**src/labelled_sensor_frame_parser_top_assert.svh**
```systemverilog
// Assertion macros for the labelled sensor frame parser.
`ifndef LABELLED_SENSOR_FRAME_PARSER_TOP_ASSERT_SVH
`define LABELLED_SENSOR_FRAME_PARSER_TOP_ASSERT_SVH

`ifndef NO_ASSERTIONS

// Check a property on every clock edge outside reset.
`define LSFP_ASSERT(name, prop) \
  name: assert property (@(posedge clk) disable iff (rst) prop) \
    else $error("lsfp assertion failed");

// Check a property on every clock edge, reset included.
`define LSFP_ASSERT_ALWAYS(name, prop) \
  name: assert property (@(posedge clk) prop) \
    else $error("lsfp assertion failed during or after reset");

`else

`define LSFP_ASSERT(name, prop)
`define LSFP_ASSERT_ALWAYS(name, prop)

`endif

`endif

```
**src/lsfp_pkg.sv**
```systemverilog
package lsfp_pkg;

  localparam int unsigned VAL_W = 31;
  localparam logic [VAL_W-1:0] VAL_MAX = {VAL_W{1'b1}};

  localparam logic [7:0] CHAR_DOLLAR = 8'h24;
  localparam logic [7:0] CHAR_HASH   = 8'h23;
  localparam logic [7:0] CHAR_T      = 8'h54;
  localparam logic [7:0] CHAR_H      = 8'h48;
  localparam logic [7:0] CHAR_P      = 8'h50;
  localparam logic [7:0] CHAR_ZERO   = 8'h30;
  localparam logic [7:0] CHAR_NINE   = 8'h39;

  typedef enum logic [1:0] {
    CH_TEMP  = 2'd0,
    CH_HUMID = 2'd1,
    CH_PRESS = 2'd2
  } channel_t;

  typedef enum logic [1:0] {
    PH_IDLE  = 2'd0,
    PH_START = 2'd1,
    PH_LABEL = 2'd2
  } phase_t;

  typedef struct packed {
    logic       is_start;
    logic       is_end;
    logic       is_label;
    channel_t   label_code;
    logic       is_digit;
    logic [3:0] digit;
  } byte_class_t;

  typedef struct packed {
    logic             emit;
    channel_t         channel;
    logic [VAL_W-1:0] frame_value;
    logic [VAL_W-1:0] held_temperature;
    logic [VAL_W-1:0] held_humidity;
    logic [VAL_W-1:0] held_pressure;
  } result_t;

endpackage

```
**src/lsfp_classify.sv**
```systemverilog
module lsfp_classify (
  input  logic [7:0]                rx_byte,
  output lsfp_pkg::byte_class_t     cls
);

  always_comb begin
    cls.is_start = (rx_byte == lsfp_pkg::CHAR_DOLLAR);
    cls.is_end   = (rx_byte == lsfp_pkg::CHAR_HASH);
    cls.is_label = (rx_byte == lsfp_pkg::CHAR_T) || (rx_byte == lsfp_pkg::CHAR_H) ||
                   (rx_byte == lsfp_pkg::CHAR_P);
    if (rx_byte == lsfp_pkg::CHAR_T) begin
      cls.label_code = lsfp_pkg::CH_TEMP;
    end else if (rx_byte == lsfp_pkg::CHAR_H) begin
      cls.label_code = lsfp_pkg::CH_HUMID;
    end else begin
      cls.label_code = lsfp_pkg::CH_PRESS;
    end
    cls.is_digit = (rx_byte >= lsfp_pkg::CHAR_ZERO) && (rx_byte <= lsfp_pkg::CHAR_NINE);
    // ASCII digits sit at 0x30..0x39, so the low nibble is the digit value
    cls.digit    = rx_byte[3:0];
  end

endmodule

```
**src/lsfp_frame_fsm.sv**
```systemverilog
module lsfp_frame_fsm (
  input  logic                  clk,
  input  logic                  rst,
  input  logic                  step,
  input  lsfp_pkg::byte_class_t cls,
  output lsfp_pkg::result_t     res
);

  localparam int unsigned VW = lsfp_pkg::VAL_W;
  localparam int unsigned PW = VW + 4;

  lsfp_pkg::phase_t   phase, phase_next;
  logic               label_seen, label_seen_next;
  lsfp_pkg::channel_t label_code, label_code_next;
  logic [VW-1:0]      accumulator, accumulator_next;
  logic [VW-1:0]      temperature_reading, temperature_reading_next;
  logic [VW-1:0]      humidity_reading, humidity_reading_next;
  logic [VW-1:0]      pressure_reading, pressure_reading_next;

  logic [PW-1:0]      acc_x10;
  logic [VW-1:0]      acc_sat;
  logic               in_frame;

  // value*10 + digit as (value<<3) + (value<<1) + digit
  assign acc_x10 = {1'b0, accumulator, 3'b000} + {3'b000, accumulator, 1'b0} +
                   {{(PW-4){1'b0}}, cls.digit};
  assign acc_sat = (acc_x10[PW-1:VW] != '0) ? lsfp_pkg::VAL_MAX : acc_x10[VW-1:0];
  assign in_frame = (phase == lsfp_pkg::PH_START) || (phase == lsfp_pkg::PH_LABEL);

  // next phase
  always_comb begin
    phase_next = phase;
    if (cls.is_start) begin
      phase_next = lsfp_pkg::PH_START;
    end else if (cls.is_end) begin
      phase_next = lsfp_pkg::PH_IDLE;
    end else begin
      case (phase)
        lsfp_pkg::PH_START: begin
          if (cls.is_label) begin
            phase_next = lsfp_pkg::PH_LABEL;
          end
        end
        lsfp_pkg::PH_LABEL: phase_next = lsfp_pkg::PH_LABEL;
        default:            phase_next = lsfp_pkg::PH_IDLE;
      endcase
    end
  end

  // datapath and result
  always_comb begin
    label_seen_next          = label_seen;
    label_code_next          = label_code;
    accumulator_next         = accumulator;
    temperature_reading_next = temperature_reading;
    humidity_reading_next    = humidity_reading;
    pressure_reading_next    = pressure_reading;
    res.emit                 = 1'b0;
    if (cls.is_start) begin
      label_seen_next  = 1'b0;
      label_code_next  = lsfp_pkg::CH_TEMP;
      accumulator_next = '0;
    end else if (cls.is_end) begin
      res.emit = in_frame && label_seen;
      if (res.emit) begin
        case (label_code)
          lsfp_pkg::CH_TEMP:  temperature_reading_next = accumulator;
          lsfp_pkg::CH_HUMID: humidity_reading_next    = accumulator;
          default:            pressure_reading_next    = accumulator;
        endcase
      end
    end else begin
      case (phase)
        lsfp_pkg::PH_START: begin
          if (cls.is_label) begin
            label_seen_next = 1'b1;
            label_code_next = cls.label_code;
          end
        end
        lsfp_pkg::PH_LABEL: begin
          if (cls.is_digit) begin
            accumulator_next = acc_sat;
          end
        end
        default: ;
      endcase
    end
    res.channel          = label_code;
    res.frame_value      = accumulator;
    res.held_temperature = temperature_reading_next;
    res.held_humidity    = humidity_reading_next;
    res.held_pressure    = pressure_reading_next;
  end

  always_ff @(posedge clk) begin
    if (rst) begin
      phase               <= lsfp_pkg::PH_IDLE;
      label_seen          <= 1'b0;
      label_code          <= lsfp_pkg::CH_TEMP;
      accumulator         <= '0;
      temperature_reading <= '0;
      humidity_reading    <= '0;
      pressure_reading    <= '0;
    end else if (step) begin
      phase               <= phase_next;
      label_seen          <= label_seen_next;
      label_code          <= label_code_next;
      accumulator         <= accumulator_next;
      temperature_reading <= temperature_reading_next;
      humidity_reading    <= humidity_reading_next;
      pressure_reading    <= pressure_reading_next;
    end
  end

endmodule

```
**src/labelled_sensor_frame_parser_top.sv**
```systemverilog
// Labelled sensor frame parser. Feed one ASCII byte per input transaction;
// frames look like '$', a label ('T', 'H' or 'P'), decimal digits, '#'. Each
// '#' that closes a frame with a label produces one output transaction
// carrying the channel (0 temperature, 1 humidity, 2 pressure), the frame's
// decimal value (saturated at 2^31-1) and all three held readings after the
// update; every other byte produces nothing. A '$' always restarts a frame.
// Throughput is one byte per clock unless stalled: a byte is captured in an
// input register, parsed by combinational logic (compare, multiply-by-ten
// add, saturate) and a completed frame's result lands in the output register.
// The input keeps flowing while a result waits, until a second result would
// need the occupied output register; then the parser stalls until that
// result is taken.
module labelled_sensor_frame_parser_top (
  input  logic                          clk,
  input  logic                          rst,
  input  logic                          in_valid,
  output logic                          in_ready,
  input  logic [7:0]                    rx_byte,
  output logic                          out_valid,
  input  logic                          out_ready,
  output logic [1:0]                    channel,
  output logic [lsfp_pkg::VAL_W-1:0]    frame_value,
  output logic [lsfp_pkg::VAL_W-1:0]    held_temperature,
  output logic [lsfp_pkg::VAL_W-1:0]    held_humidity,
  output logic [lsfp_pkg::VAL_W-1:0]    held_pressure
);

`include "labelled_sensor_frame_parser_top_assert.svh"

  // input register
  logic                  byte_full;
  logic [7:0]            byte_reg;

  lsfp_pkg::byte_class_t cls;
  lsfp_pkg::result_t     res;

  logic                  step;
  logic                  load_out;

  // Advance the parser when a byte is held, unless that byte closes a frame
  // while the output register is occupied and not draining, so a result can
  // never be overwritten.
  assign step     = byte_full && (!res.emit || !out_valid || out_ready);
  assign load_out = step && res.emit;
  assign in_ready = !byte_full || step;

  always_ff @(posedge clk) begin
    if (rst) begin
      byte_full <= 1'b0;
    end else if (in_ready) begin
      byte_full <= in_valid;
    end
  end

  always_ff @(posedge clk) begin
    if (in_valid && in_ready) begin
      byte_reg <= rx_byte;
    end
  end

  lsfp_classify u_classify (
    .rx_byte (byte_reg),
    .cls     (cls)
  );

  lsfp_frame_fsm u_frame_fsm (
    .clk  (clk),
    .rst  (rst),
    .step (step),
    .cls  (cls),
    .res  (res)
  );

  // Output register: load on a finished frame, drop when taken.
  always_ff @(posedge clk) begin
    if (rst) begin
      out_valid <= 1'b0;
    end else if (load_out) begin
      out_valid <= 1'b1;
    end else if (out_ready) begin
      out_valid <= 1'b0;
    end
  end

  always_ff @(posedge clk) begin
    if (load_out) begin
      channel          <= res.channel;
      frame_value      <= res.frame_value;
      held_temperature <= res.held_temperature;
      held_humidity    <= res.held_humidity;
      held_pressure    <= res.held_pressure;
    end
  end

  // A finished frame always shows up on the output in the next cycle.
  `LSFP_ASSERT(a_result_lands, load_out |=> out_valid)
  // Never parse into an occupied output register that is not draining.
  `LSFP_ASSERT(a_no_overwrite, (out_valid && !out_ready) |-> !load_out)
  // For the temperature channel, the held temperature equals the frame value.
  `LSFP_ASSERT(a_held_matches, (out_valid && channel == lsfp_pkg::CH_TEMP)
    |-> held_temperature == frame_value)
  // Reset leaves no result pending.
  `LSFP_ASSERT_ALWAYS(a_reset_clears, rst |=> !out_valid)

endmodule

```
**config.mk**
```make
export PLATFORM = sky130hd
export DESIGN_NAME = labelled_sensor_frame_parser_top
export DESIGN_NICKNAME = d
export VERILOG_FILES = /design/src/lsfp_pkg.sv /design/src/lsfp_classify.sv /design/src/lsfp_frame_fsm.sv /design/src/labelled_sensor_frame_parser_top.sv
export VERILOG_INCLUDE_DIRS = /design/src /design/src/src
export SDC_FILE = /design/constraint.sdc
export NUM_CORES = 1
export LEC_CHECK = 0
export BUFFER_PORTS_ARGS = -buffer_cell sky130_fd_sc_hd__buf_2
export CORE_ASPECT_RATIO = 1.1
export CORE_MARGIN = 10
export CORE_UTILIZATION = 40
export CTS_CLUSTER_DIAMETER = 60
export DETAILED_ROUTE_END_ITERATION = 12
export SYNTH_ARGS = -nofsm -noshare
export SYNTH_HDL_FRONTEND = slang
export SYNTH_SLANG_ARGS = --single-unit
```
**constraint.sdc**
```tcl
create_clock -name clk -period 7.6 [get_ports clk]
set_input_delay 0.76 -clock clk [delete_from_list [all_inputs] [get_ports clk]]
set_output_delay 0.76 -clock clk [all_outputs]
set_load 0.01 [all_outputs]
```
==> metrics.txt, run 1 <==
# TYPE chip_impl_metric gauge
chip_impl_info{name="status",value="completed"} 1
chip_impl_metric{name="peakVddDrop",unit="mV"} 0.131
chip_impl_metric{name="dp.cells",unit=""} 1537
chip_impl_metric{name="start_util",unit="%"} 40.3
chip_impl_metric{name="clkLatencyLatePin",unit="ns"} 0.54
chip_impl_metric{name="syn-instance-count",unit=""} 1025
chip_impl_metric{name="post_synth_instance_area",unit="sq um"} 12200
chip_impl_metric{name="cts-root-to-sink-buffers",unit=""} 3
chip_impl_info{name="worst-setup-path-type",value="reg2reg"} 1
chip_impl_metric{name="final.period_utilization",unit="%"} 51.9
chip_impl_metric{name="clock_skew",unit="ns"} 0.0161
chip_impl_metric{name="final.setup.worst_slack",unit="ns"} 3.65
chip_impl_info{name="path_delay_family",value="compound AO/OA/AOI/OAI gates"} 1
chip_impl_metric{name="final.fill_count",unit=""} 2815
chip_impl_info{name="final_cell_mix",value="sky130_fd_sc_hd__buf_2, sky130_fd_sc_hd__edfxtp_1, sky130_fd_sc_hd__dfxtp_1"} 1
chip_impl_info{name="startpoint_type",value="flip-flop"} 1
chip_impl_info{name="cts_tree",value="yes"} 1
chip_impl_metric{name="worstPathMaxFanout",unit=""} 16
chip_impl_metric{name="slew-limit-headroom",unit="%"} 31.1
chip_impl_info{name="mostFrequentLayoutCell",value="sky130_fd_sc_hd__buf_2"} 1
chip_impl_metric{name="cap_viol_max_count",unit=""} 0
chip_impl_info{name="yosysTopAreaCell",value="sky130_fd_sc_hd__edfxtp_1"} 1
chip_impl_metric{name="cts.sink_count",unit=""} 265
chip_impl_metric{name="number_of_failing_setup_endpoints_in_the_final_timing_report",unit=""} 0
chip_impl_metric{name="top_level_ports",unit=""} 140
chip_impl_metric{name="post_synthesis_net_count",unit=""} 1102
chip_impl_info{name="r2r_end",value="u_frame_fsm.accumulator[0]"} 1
chip_impl_metric{name="worstMarginPinSlew",unit="ns"} 1.03
chip_impl_metric{name="multi_input_area",unit="sq um"} 5250
chip_impl_metric{name="rows",unit=""} 67
chip_impl_metric{name="place_congestion",unit=""} 0.867
chip_impl_metric{name="detailedRoute.firstPassIterationCount",unit=""} 4
chip_impl_metric{name="detailroute.wirelength.met2",unit="mm"} 12.9
chip_impl_metric{name="synth_sequential_area_ratio",unit="%"} 54.5
chip_impl_metric{name="ys_seq_elements",unit=""} 265
chip_impl_metric{name="cp_peak_stage_delay",unit="ns"} 0.59
chip_impl_metric{name="worstPathRequired",unit="ns"} 8.04
chip_impl_metric{name="regArea",unit="sq um"} 6650
chip_impl_metric{name="timing.reg2reg.setup_slack",unit="ns"} 3.65
chip_impl_metric{name="first_pass_grt_wire_length",unit="mm"} 43.6
chip_impl_metric{name="maxClockFrequency",unit="MHz"} 253
chip_impl_metric{name="number_of_port_buffers",unit=""} 139
chip_impl_metric{name="utilization",unit="%"} 46.6
chip_impl_metric{name="post_drt_wl_per_cell",unit="microns"} 17.0
chip_impl_metric{name="cts-hold-fix-buffers",unit=""} 0
chip_impl_info{name="crit_chain",value="fa_1, ha_1, a21oi_1, nand4b_1, a211oi_1, o311ai_1, a21oi_1, o21a_1, o211ai_2, buf_4, a21oi_1, a211oi_1"} 1
chip_impl_metric{name="initial_antenna_violation_count",unit=""} 0
chip_impl_info{name="grt_setup_unrepaired",value="no"} 1
chip_impl_metric{name="power_per_cell_area",unit="nW/um^2"} 201
chip_impl_info{name="worstSetupEndpointType",value="flip-flop"} 1
chip_impl_metric{name="post_layout_nonfiller_instances",unit=""} 1590
chip_impl_metric{name="post_detailed_route_drc_marker_count",unit=""} 0
chip_impl_metric{name="grt_max_degree",unit=""} 65
chip_impl_metric{name="detailedRoute.firstIterationViolations",unit=""} 363
chip_impl_info{name="crit_slowest_cell",value="sky130_fd_sc_hd__o211ai_2"} 1
chip_impl_metric{name="cts_inserted_buffers",unit=""} 29
chip_impl_metric{name="die_width",unit="microns"} 187
chip_impl_metric{name="synth_unique_cells",unit=""} 68
chip_impl_metric{name="post_cts_buffers",unit=""} 0
chip_impl_metric{name="yosysWarnings",unit=""} 0
chip_impl_metric{name="r2r.worst_path.cells",unit=""} 12
chip_impl_metric{name="postRouteWirelength",unit="mm"} 27.0
chip_impl_info{name="holdPathEnd",value="byte_reg[7]"} 1
chip_impl_metric{name="layout.nets",unit=""} 1231
chip_impl_info{name="hp-start",value="rx_byte[7]"} 1
chip_impl_info{name="synth_ff_type",value="sky130_fd_sc_hd__edfxtp_1"} 1
chip_impl_info{name="top_signal_layer_used",value="met4"} 1
chip_impl_metric{name="final_layout_setup_total_negative_slack",unit="ns"} 0
chip_impl_metric{name="chipHeight",unit="microns"} 203
chip_impl_metric{name="gr_usage_total",unit="%"} 13.7
chip_impl_info{name="ranking_of_synthesized_cells_by_area",value="sky130_fd_sc_hd__edfxtp_1, sky130_fd_sc_hd__dfxtp_1, sky130_fd_sc_hd__mux2i_1, sky130_fd_sc_hd__mux2_2, sky130_fd_sc_hd__ha_1"} 1
chip_impl_info{name="clock-root-buffer",value="sky130_fd_sc_hd__clkbuf_16"} 1
chip_impl_metric{name="cts-resized-gates",unit=""} 0
chip_impl_metric{name="design.core.area",unit="sq um"} 30300
chip_impl_metric{name="hold_path_depth",unit=""} 1
chip_impl_metric{name="synth_area_per_cell",unit="sq um"} 11.9
chip_impl_metric{name="detail-route-antenna-nets",unit=""} 0
chip_impl_metric{name="detail_route.wirelength.met1",unit="mm"} 12.6
chip_impl_metric{name="critPathArrivalTime",unit="ns"} 4.38
chip_impl_metric{name="flow.area_growth_from_synthesis",unit="%"} 15.6
chip_impl_metric{name="drive_gt1_share",unit="%"} 25.5
chip_impl_metric{name="synth_largest_type_area_fraction",unit="%"} 33.0
chip_impl_metric{name="cts.clk_slew.worst_paths",unit="ns"} 0.06
chip_impl_metric{name="length_of_routed_met3_wiring",unit="mm"} 1.14
chip_impl_metric{name="worst-path-buf-inv",unit=""} 1
chip_impl_metric{name="drv_slew",unit=""} 0
chip_impl_metric{name="clock_tree.htree_level_count",unit=""} 1
chip_impl_metric{name="dp.final_hpwl",unit="mm"} 17.9
chip_impl_metric{name="diodes",unit=""} 0
chip_impl_metric{name="number_of_endpoints_with_negative_hold_slack_in_the_final_report",unit=""} 0
chip_impl_metric{name="grt_overflow",unit=""} 0
chip_impl_metric{name="viasPerCell",unit=""} 5.04
chip_impl_metric{name="leakagePower",unit="nW"} 5.55
chip_impl_info{name="crit_top_cell",value="sky130_fd_sc_hd__a21oi_1"} 1
chip_impl_metric{name="async_reset_ff_share",unit="%"} 0
chip_impl_metric{name="via_count",unit=""} 8019
chip_impl_metric{name="synth_edf_count",unit=""} 134
chip_impl_metric{name="final_period_minus_worst_setup_slack",unit="ns"} 3.95
chip_impl_metric{name="first_global_vias",unit=""} 8101
chip_impl_metric{name="place_worst_setup_slack",unit="ns"} 3.68
chip_impl_info{name="critical_path.reg2reg.startpoint",value="byte_reg[3]"} 1
chip_impl_info{name="min-delay-path-class",value="in2reg"} 1
chip_impl_metric{name="die-area",unit="sq um"} 37900
-- power by group --
group	switching, mW	leakage (nW)	internal (mW)
Clock	0.552	0.437	0.743
Sequential	0.00469	2.07	1.49
Combinational	0.0314	3.04	0.0169
Total	0.588	5.55	2.25
-- per-layer routing --
metal  up-vias  global-route usage, %
met5         -                      0
met4         0                   3.23
met3        24                   2.41
met2       162                   23.4
met1      3854                   17.8
li1       3979                      -
-- synth_stat cells (4+ instances only) --
master and number:
sky130_fd_sc_hd__clkbuf_1 23, sky130_fd_sc_hd__buf_2 8, sky130_fd_sc_hd__a21o_1 11, sky130_fd_sc_hd__mux2_2 73, sky130_fd_sc_hd__o21ai_0 37, sky130_fd_sc_hd__a211oi_1 7
sky130_fd_sc_hd__o2111ai_1 4, sky130_fd_sc_hd__xor2_1 9, sky130_fd_sc_hd__mux2_1 6, sky130_fd_sc_hd__edfxtp_1 134, sky130_fd_sc_hd__o21bai_1 4, sky130_fd_sc_hd__buf_6 9
sky130_fd_sc_hd__mux2_4 14, sky130_fd_sc_hd__and3_1 9, sky130_fd_sc_hd__nand2_1 95, sky130_fd_sc_hd__buf_4 6, sky130_fd_sc_hd__ha_1 63, sky130_fd_sc_hd__nor3_1 5
sky130_fd_sc_hd__a21oi_1 38, sky130_fd_sc_hd__nand4_1 6, sky130_fd_sc_hd__inv_1 13, sky130_fd_sc_hd__mux2i_1 94, sky130_fd_sc_hd__dfxtp_1 131, sky130_fd_sc_hd__nor2b_1 4
sky130_fd_sc_hd__o21ai_1 13, sky130_fd_sc_hd__nor2_1 122, sky130_fd_sc_hd__xnor2_1 17, sky130_fd_sc_hd__nand3_1 12
-- cell families after synthesis --
family	after synthesis	synth area share, %
and+or+nand+nor	276	9.97
DFF	265	54.5
muxes	187	16.7
AOI/OAI and AO/OA	144	7.45
adders and majority gates	65	6.79
buffers and inverters	62	2.74
xor gates and xnor gates	26	1.87
-- through the flow --
| step | cell area (sq um) | hold WS [ns] | power, mW |
|---|---|---|---|
| after detailed placement | 13200 | 0.468 | 1.58 |
| after CTS | 14100 | 0.381 | 2.88 |
| after global routing | 14100 | 0.380 | 2.95 |
| after floorplan | 12200 | 0.449 | 1.56 |
| after global placement | 13200 | 0.464 | 1.58 |
| final | 14100 | 0.405 | 2.84 |
-- worst reg2reg max path, cell delays in order, from the launching register on --
cell,delay (ns)
sky130_fd_sc_hd__edfxtp_1,0.52
sky130_fd_sc_hd__fa_1,0.57
sky130_fd_sc_hd__ha_1,0.32
sky130_fd_sc_hd__a21oi_1,0.19
sky130_fd_sc_hd__nand4b_1,0.18
sky130_fd_sc_hd__a211oi_1,0.11
sky130_fd_sc_hd__o311ai_1,0.36
sky130_fd_sc_hd__a21oi_1,0.13
sky130_fd_sc_hd__o21a_1,0.20
sky130_fd_sc_hd__o211ai_2,0.59
sky130_fd_sc_hd__buf_4,0.34
sky130_fd_sc_hd__a21oi_1,0.09
sky130_fd_sc_hd__a211oi_1,0.25
-- worst max path at each step --
stage	start	end	cells past startpoint
6_report	byte_reg[3]	u_frame_fsm.accumulator[0]	12
5_1_grt	byte_reg[3]	u_frame_fsm.accumulator[0]	12
4_1_cts	byte_reg[3]	u_frame_fsm.accumulator[0]	12
3_5_place_dp	byte_reg[3]	u_frame_fsm.accumulator[0]	12
3_3_place_gp	byte_reg[3]	u_frame_fsm.accumulator[0]	12
2_1_floorplan	byte_reg[3]	channel[0]	4
-- area by class of cell --
cell class | count | area share, %
Clock buffer | 42 | 5.78
Clock inverter | 11 | 0.461
Inverter | 13 | 0.346
Multi-Input combinational cell | 698 | 37.2
Sequential cell | 265 | 47.1
Tap cell | 414 | 3.67
Timing Repair Buffer | 147 | 5.38
Power figures use the tool's default switching activity.
==> inputs of run 2 (changes only) <==
clock period = 3.2 ns   (was 7.6 ns; I/O delays follow)
==> run 2 against run 1 <==
Utilization increased by 2.8 points. Clock-buffer cell count decreased by 5. Sequential power increased by 140%. Highest routed layer unchanged.
==> metrics.txt, run 2 (synthesized netlist as in run 1, its figures left out) <==
# TYPE chip_impl_metric gauge
chip_impl_metric{name="cts_inserted_buffers",unit=""} 29
chip_impl_metric{name="number_of_failing_setup_endpoints_in_the_final_timing_report",unit=""} 0
chip_impl_info{name="mostFrequentLayoutCell",value="sky130_fd_sc_hd__buf_2"} 1
chip_impl_metric{name="number_of_port_buffers",unit=""} 139
chip_impl_metric{name="detailedRoute.firstIterationViolations",unit=""} 496
chip_impl_metric{name="clock_tree.htree_level_count",unit=""} 1
chip_impl_metric{name="final.setup.worst_slack",unit="ns"} 0.0375
chip_impl_metric{name="initial_antenna_violation_count",unit=""} 0
chip_impl_metric{name="peakVddDrop",unit="mV"} 0.292
chip_impl_metric{name="post_drt_wl_per_cell",unit="microns"} 16.6
chip_impl_info{name="clock-root-buffer",value="sky130_fd_sc_hd__clkbuf_16"} 1
chip_impl_info{name="final_cell_mix",value="sky130_fd_sc_hd__buf_2, sky130_fd_sc_hd__edfxtp_1, sky130_fd_sc_hd__dfxtp_1"} 1
chip_impl_metric{name="post_detailed_route_drc_marker_count",unit=""} 0
chip_impl_metric{name="final.fill_count",unit=""} 2695
chip_impl_metric{name="dp.final_hpwl",unit="mm"} 18.8
chip_impl_metric{name="grt_max_degree",unit=""} 56
chip_impl_metric{name="cts-root-to-sink-buffers",unit=""} 3
chip_impl_metric{name="layout.nets",unit=""} 1304
chip_impl_metric{name="power_per_cell_area",unit="nW/um^2"} 477
chip_impl_metric{name="post_layout_nonfiller_instances",unit=""} 1664
chip_impl_metric{name="die-area",unit="sq um"} 37900
chip_impl_metric{name="chipHeight",unit="microns"} 203
chip_impl_metric{name="cts.clk_slew.worst_paths",unit="ns"} 0.06
chip_impl_metric{name="top_level_ports",unit=""} 140
chip_impl_info{name="worst-setup-path-type",value="reg2reg"} 1
chip_impl_metric{name="viasPerCell",unit=""} 5.03
chip_impl_info{name="worstSetupEndpointType",value="flip-flop"} 1
chip_impl_metric{name="final.period_utilization",unit="%"} 98.8
chip_impl_metric{name="slew-limit-headroom",unit="%"} 59.6
chip_impl_metric{name="rows",unit=""} 67
chip_impl_metric{name="maxClockFrequency",unit="MHz"} 316
chip_impl_metric{name="worstPathRequired",unit="ns"} 3.65
chip_impl_metric{name="clock_skew",unit="ns"} 0.0136
chip_impl_metric{name="leakagePower",unit="nW"} 5.97
chip_impl_metric{name="postRouteWirelength",unit="mm"} 27.7
chip_impl_metric{name="via_count",unit=""} 8372
chip_impl_metric{name="p_total",unit="mW"} 7.14
chip_impl_metric{name="worstPathMaxFanout",unit=""} 23
chip_impl_metric{name="place_congestion",unit=""} 0.892
chip_impl_metric{name="first_global_vias",unit=""} 8383
chip_impl_metric{name="drive_gt1_share",unit="%"} 30.5
chip_impl_metric{name="cts.sink_count",unit=""} 265
chip_impl_info{name="min-delay-path-class",value="in2reg"} 1
chip_impl_metric{name="clkLatencyLatePin",unit="ns"} 0.56
chip_impl_metric{name="detail-route-antenna-nets",unit=""} 0
chip_impl_info{name="cts_tree",value="yes"} 1
chip_impl_metric{name="first_pass_grt_wire_length",unit="mm"} 44.5
chip_impl_metric{name="cap_viol_max_count",unit=""} 0
chip_impl_metric{name="start_util",unit="%"} 40.3
chip_impl_metric{name="place_worst_setup_slack",unit="ns"} -0.0749
chip_impl_metric{name="design.core.area",unit="sq um"} 30300
chip_impl_metric{name="detailedRoute.firstPassIterationCount",unit=""} 5
chip_impl_info{name="status",value="completed"} 1
chip_impl_metric{name="worstMarginPinSlew",unit="ns"} 0.606
chip_impl_metric{name="critPathArrivalTime",unit="ns"} 3.61
chip_impl_metric{name="dp.cells",unit=""} 1596
chip_impl_metric{name="die_width",unit="microns"} 187
chip_impl_metric{name="diodes",unit=""} 0
chip_impl_metric{name="number_of_endpoints_with_negative_hold_slack_in_the_final_report",unit=""} 0
chip_impl_metric{name="flow.area_growth_from_synthesis",unit="%"} 22.6
chip_impl_info{name="startpoint_type",value="flip-flop"} 1
chip_impl_info{name="grt_setup_unrepaired",value="yes"} 1
chip_impl_metric{name="gr_usage_total",unit="%"} 14.0
chip_impl_metric{name="final_period_minus_worst_setup_slack",unit="ns"} 3.16
chip_impl_metric{name="grt_overflow",unit=""} 0
chip_impl_metric{name="drv_slew",unit=""} 0
[run 2: cell types whose count changed in the layout (fill, tap and decap cells not counted), moves of 4 or more]
| cell | before | now |
|---|---|---|
| sky130_fd_sc_hd__o21ai_0 | 37 | 25 |
| sky130_fd_sc_hd__buf_4 | 9 | 66 |
| sky130_fd_sc_hd__dlygate4sd3_1 | 0 | 9 |
| sky130_fd_sc_hd__buf_12 | 0 | 6 |
| sky130_fd_sc_hd__clkbuf_1 | 9 | 5 |
| sky130_fd_sc_hd__o21ai_1 | 13 | 23 |
| sky130_fd_sc_hd__bufinv_16 | 0 | 4 |
[run 2: worst max-delay path, stage by stage (launching register included)]
cell	delay (ns)
sky130_fd_sc_hd__edfxtp_1	0.42
sky130_fd_sc_hd__fa_1	0.53
sky130_fd_sc_hd__ha_1	0.33
sky130_fd_sc_hd__a21oi_2	0.07
sky130_fd_sc_hd__nand4b_1	0.24
sky130_fd_sc_hd__buf_4	0.19
sky130_fd_sc_hd__a211oi_4	0.20
sky130_fd_sc_hd__o21ba_2	0.19
sky130_fd_sc_hd__nor2_1	0.07
sky130_fd_sc_hd__o221ai_2	0.22
sky130_fd_sc_hd__o211ai_2	0.16
sky130_fd_sc_hd__buf_12	0.19
sky130_fd_sc_hd__o21ai_0	0.17
sky130_fd_sc_hd__nand2_1	0.06
[run 2: what timing repair did]
| action | 4_1_cts | 5_1_grt |
|---|---|---|
| endpoints found under the hold margin | 9 | 0 |
| setup buffers | 1 | 4 |
| pin swaps | 4 | 8 |
| hold buffers | 9 | 0 |
| endpoints found under the setup margin | 22 | 31 |
| resized for setup | 2 | 25 |
[run 2: stage by stage]
| step | setup TNS (ns) | util, % | hold WS [ns] | cell area [sq um] |
|---|---|---|---|---|
| 6_report | 0 | 49.4 | 0.165 | 15000 |
| 5_1_grt | -3.48 | 49.4 | 0.207 | 15000 |
| 4_1_cts | -0.00597 | 49.1 | 0.149 | 14900 |
| 3_5_place_dp | -0.335 | 45.4 | 0.475 | 13700 |
| 3_3_place_gp | -0.00159 | 45.4 | 0.462 | 13700 |
| 2_1_floorplan | 0 | - | 0.419 | 12200 |
[run 2: where the power goes]
group | switching (mW) | total [mW] | internal (mW)
Combinational | 0.0810 | 0.135 | 0.0540
Sequential | 0.00711 | 3.55 | 3.54
Clock | 1.38 | 3.45 | 2.07
Total | 1.47 | 7.14 | 5.67
[run 2: area by class of cell]
| type | count | area (sq um) | area share [%] |
|---|---|---|---|
| Clock buffer | 37 | 786 | 5.25 |
| Tap cell | 414 | 518 | 3.46 |
| Clock inverter | 17 | 215 | 1.44 |
| Multi-Input combinational cell | 698 | 5330 | 35.7 |
| Timing Repair Buffer | 220 | 1410 | 9.41 |
| Sequential cell | 265 | 6650 | 44.4 |
| Inverter | 13 | 48.8 | 0.326 |
[run 2: final timing paths]
| kind | startpoint | to | slack, ns | cells after the start |
|---|---|---|---|---|
| min reg2reg | u_frame_fsm.accumulator[15] | u_frame_fsm.accumulator[15] | 0.47 | 2 |
| max reg2reg | byte_reg[3] | u_frame_fsm.accumulator[19] | 0.04 | 13 |
| min | out_ready | out_valid | 0.16 | 3 |
| max | byte_reg[3] | u_frame_fsm.accumulator[19] | 0.04 | 13 |
[run 2: metal layers]
layer	wire length, microns	GRT usage [%]
met3	1290	2.55
met1	12600	18.0
met2	13200	23.9
met5	0	0
met4	541	3.75
==> inputs of run 3 (changes only) <==
RECOVER_POWER = 25   (was default)
==> run 3 against run 2 <==
Combinational power about the same. First-iteration DRC count increased by 7.5%. Maximum frequency decreased by 0.55%. Highest routed layer unchanged.
==> metrics.txt, run 3 (synthesized netlist as in run 1, its figures left out) <==
# TYPE chip_impl_metric gauge
chip_impl_metric{name="place_worst_setup_slack",unit="ns"} -0.0749
chip_impl_metric{name="detailed_place.area",unit="sq um"} 13700
chip_impl_metric{name="hold_path_depth",unit=""} 3
chip_impl_metric{name="r2r.worst_path.cells",unit=""} 13
chip_impl_metric{name="cts-root-to-sink-buffers",unit=""} 3
chip_impl_metric{name="detailedRoute.firstIterationViolations",unit=""} 533
chip_impl_metric{name="clock_skew",unit="ns"} 0.0140
chip_impl_metric{name="final.fill_count",unit=""} 2758
chip_impl_info{name="min-delay-path-class",value="in2reg"} 1
chip_impl_metric{name="cts.clk_slew.worst_paths",unit="ns"} 0.06
chip_impl_metric{name="place_congestion",unit=""} 0.892
chip_impl_metric{name="detailedRoute.firstPassIterationCount",unit=""} 5
chip_impl_metric{name="drive_gt1_share",unit="%"} 21.8
chip_impl_metric{name="dp.final_hpwl",unit="mm"} 18.8
chip_impl_metric{name="critPathArrivalTime",unit="ns"} 3.63
chip_impl_metric{name="cts_inserted_buffers",unit=""} 29
chip_impl_metric{name="final.setup.worst_slack",unit="ns"} 0.0200
chip_impl_metric{name="grt_max_degree",unit=""} 56
chip_impl_metric{name="leakagePower",unit="nW"} 5.74
chip_impl_metric{name="grt_overflow",unit=""} 0
chip_impl_metric{name="die_width",unit="microns"} 187
chip_impl_metric{name="p_total",unit="mW"} 7.14
chip_impl_metric{name="number_of_endpoints_with_negative_hold_slack_in_the_final_report",unit=""} 0
chip_impl_metric{name="die-area",unit="sq um"} 37900
chip_impl_metric{name="cp_peak_stage_delay",unit="ns"} 0.53
chip_impl_metric{name="regArea",unit="sq um"} 6650
chip_impl_metric{name="post_drt_wl_per_cell",unit="microns"} 16.7
chip_impl_metric{name="cts.sink_count",unit=""} 265
chip_impl_metric{name="slew-limit-headroom",unit="%"} 59.2
chip_impl_metric{name="multi_input_area",unit="sq um"} 5330
chip_impl_metric{name="hold_ws",unit="ns"} 0.165
chip_impl_metric{name="final_period_minus_worst_setup_slack",unit="ns"} 3.18
chip_impl_metric{name="dp.cells",unit=""} 1596
chip_impl_metric{name="design.core.area",unit="sq um"} 30300
chip_impl_metric{name="layout.nets",unit=""} 1304
chip_impl_metric{name="maxClockFrequency",unit="MHz"} 314
chip_impl_metric{name="first_pass_grt_wire_length",unit="mm"} 44.5
chip_impl_metric{name="post_detailed_route_drc_marker_count",unit=""} 0
chip_impl_info{name="mostFrequentLayoutCell",value="sky130_fd_sc_hd__edfxtp_1"} 1
chip_impl_metric{name="final_layout_setup_total_negative_slack",unit="ns"} 0
chip_impl_info{name="crit_chain",value="fa_1, ha_1, a21oi_2, nand4b_1, buf_4, a211oi_4, o21ba_2, nor2_1, o221ai_2, o211ai_2, buf_12, o21ai_0, nand2_1"} 1
chip_impl_info{name="startpoint_type",value="flip-flop"} 1
chip_impl_info{name="worst-setup-path-type",value="reg2reg"} 1
chip_impl_metric{name="flow.area_growth_from_synthesis",unit="%"} 21.0
chip_impl_metric{name="viasPerCell",unit=""} 5.02
chip_impl_metric{name="worstMarginPinSlew",unit="ns"} 0.612
chip_impl_info{name="cts_tree",value="yes"} 1
chip_impl_metric{name="power_per_cell_area",unit="nW/um^2"} 484
chip_impl_metric{name="diodes",unit=""} 0
chip_impl_metric{name="gr_usage_total",unit="%"} 14.0
chip_impl_metric{name="final_cell_area",unit="sq um"} 14800
chip_impl_metric{name="peakVddDrop",unit="mV"} 0.295
chip_impl_metric{name="worstPathRequired",unit="ns"} 3.65
chip_impl_metric{name="rows",unit=""} 67
chip_impl_metric{name="first_global_vias",unit=""} 8383
chip_impl_info{name="crit_slowest_cell",value="sky130_fd_sc_hd__fa_1"} 1
chip_impl_metric{name="initial_antenna_violation_count",unit=""} 0
chip_impl_metric{name="clkLatencyLatePin",unit="ns"} 0.56
chip_impl_metric{name="utilization",unit="%"} 48.8
chip_impl_metric{name="clock_tree.htree_level_count",unit=""} 1
chip_impl_info{name="status",value="completed"} 1
chip_impl_info{name="clock-root-buffer",value="sky130_fd_sc_hd__clkbuf_16"} 1
chip_impl_info{name="final_cell_mix",value="sky130_fd_sc_hd__edfxtp_1, sky130_fd_sc_hd__dfxtp_1, sky130_fd_sc_hd__nor2_1"} 1
chip_impl_metric{name="number_of_failing_setup_endpoints_in_the_final_timing_report",unit=""} 0
chip_impl_metric{name="top_level_ports",unit=""} 140
chip_impl_metric{name="worstPathMaxFanout",unit=""} 23
chip_impl_metric{name="cap_viol_max_count",unit=""} 0
chip_impl_metric{name="start_util",unit="%"} 40.3
chip_impl_metric{name="post_layout_nonfiller_instances",unit=""} 1664
chip_impl_metric{name="postRouteWirelength",unit="mm"} 27.8
chip_impl_info{name="grt_setup_unrepaired",value="yes"} 1
chip_impl_metric{name="via_count",unit=""} 8361
chip_impl_metric{name="detail-route-antenna-nets",unit=""} 0
chip_impl_metric{name="number_of_port_buffers",unit=""} 139
chip_impl_metric{name="drv_slew",unit=""} 0
chip_impl_metric{name="chipHeight",unit="microns"} 203
chip_impl_info{name="worstSetupEndpointType",value="flip-flop"} 1
chip_impl_metric{name="final.period_utilization",unit="%"} 99.4
==> run 3: cell types whose count changed in the layout (fill, tap and decap cells not counted) <==
cell,change
sky130_fd_sc_hd__buf_4,-24
sky130_fd_sc_hd__dfxtp_2,-1
sky130_fd_sc_hd__dfxtp_1,+1
sky130_fd_sc_hd__clkbuf_1,+108
sky130_fd_sc_hd__buf_2,-84
==> run 3: worst paths after layout <==
path,from,slack [ns],endpoint
max reg2reg,byte_reg[3],0.02,u_frame_fsm.accumulator[19]
max,byte_reg[3],0.02,u_frame_fsm.accumulator[19]
min reg2reg,u_frame_fsm.phase[1],0.48,u_frame_fsm.phase[1]
min,out_ready,0.16,out_valid
==> run 3: metal layers <==
metal / share of wire, % / global-route usage (%) / wire [microns]
met1: 46 / 18.0 / 12700
met2: 48 / 23.9 / 13300
met3: 4.6 / 2.55 / 1270
met4: 1.9 / 3.75 / 541
met5: 0 / 0 / 0
==> run 3: area by class of cell <==
type                            count  share of cell area, %
Sequential cell                   265                   45.0
Multi-Input combinational cell    698                   36.1
Timing Repair Buffer              220                   8.21
Clock buffer                       37                   5.32
Tap cell                          414                   3.51
Clock inverter                     17                   1.46
Inverter                           13                  0.331
==> run 3: critical path, delay by kind of cell, from the launching register on <==
family | cells | cell delay (ns)
and+or+nand+nor | 3 | 0.38
AOI/OAI and AO/OA | 6 | 1.01
DFF | 1 | 0.42
buffers and inverters | 2 | 0.39
adders and majority gates | 2 | 0.86
==> run 3: repair_timing <==
item                                   4_1_cts  5_1_grt
endpoints found under the hold margin        9        0
pin swaps                                    4        8
gates resized for setup                      2       25
buffers inserted                             1        4
hold buffers                                 9        0
setup endpoints to repair                   22       31
==> run 3: report_power, final <==
part | total [mW] | internal (mW) | switching [mW] | leakage (nW)
Clock | 3.45 | 2.07 | 1.38 | 0.487
Combinational | 0.135 | 0.0538 | 0.0811 | 3.18
Sequential | 3.55 | 3.54 | 0.00710 | 2.07
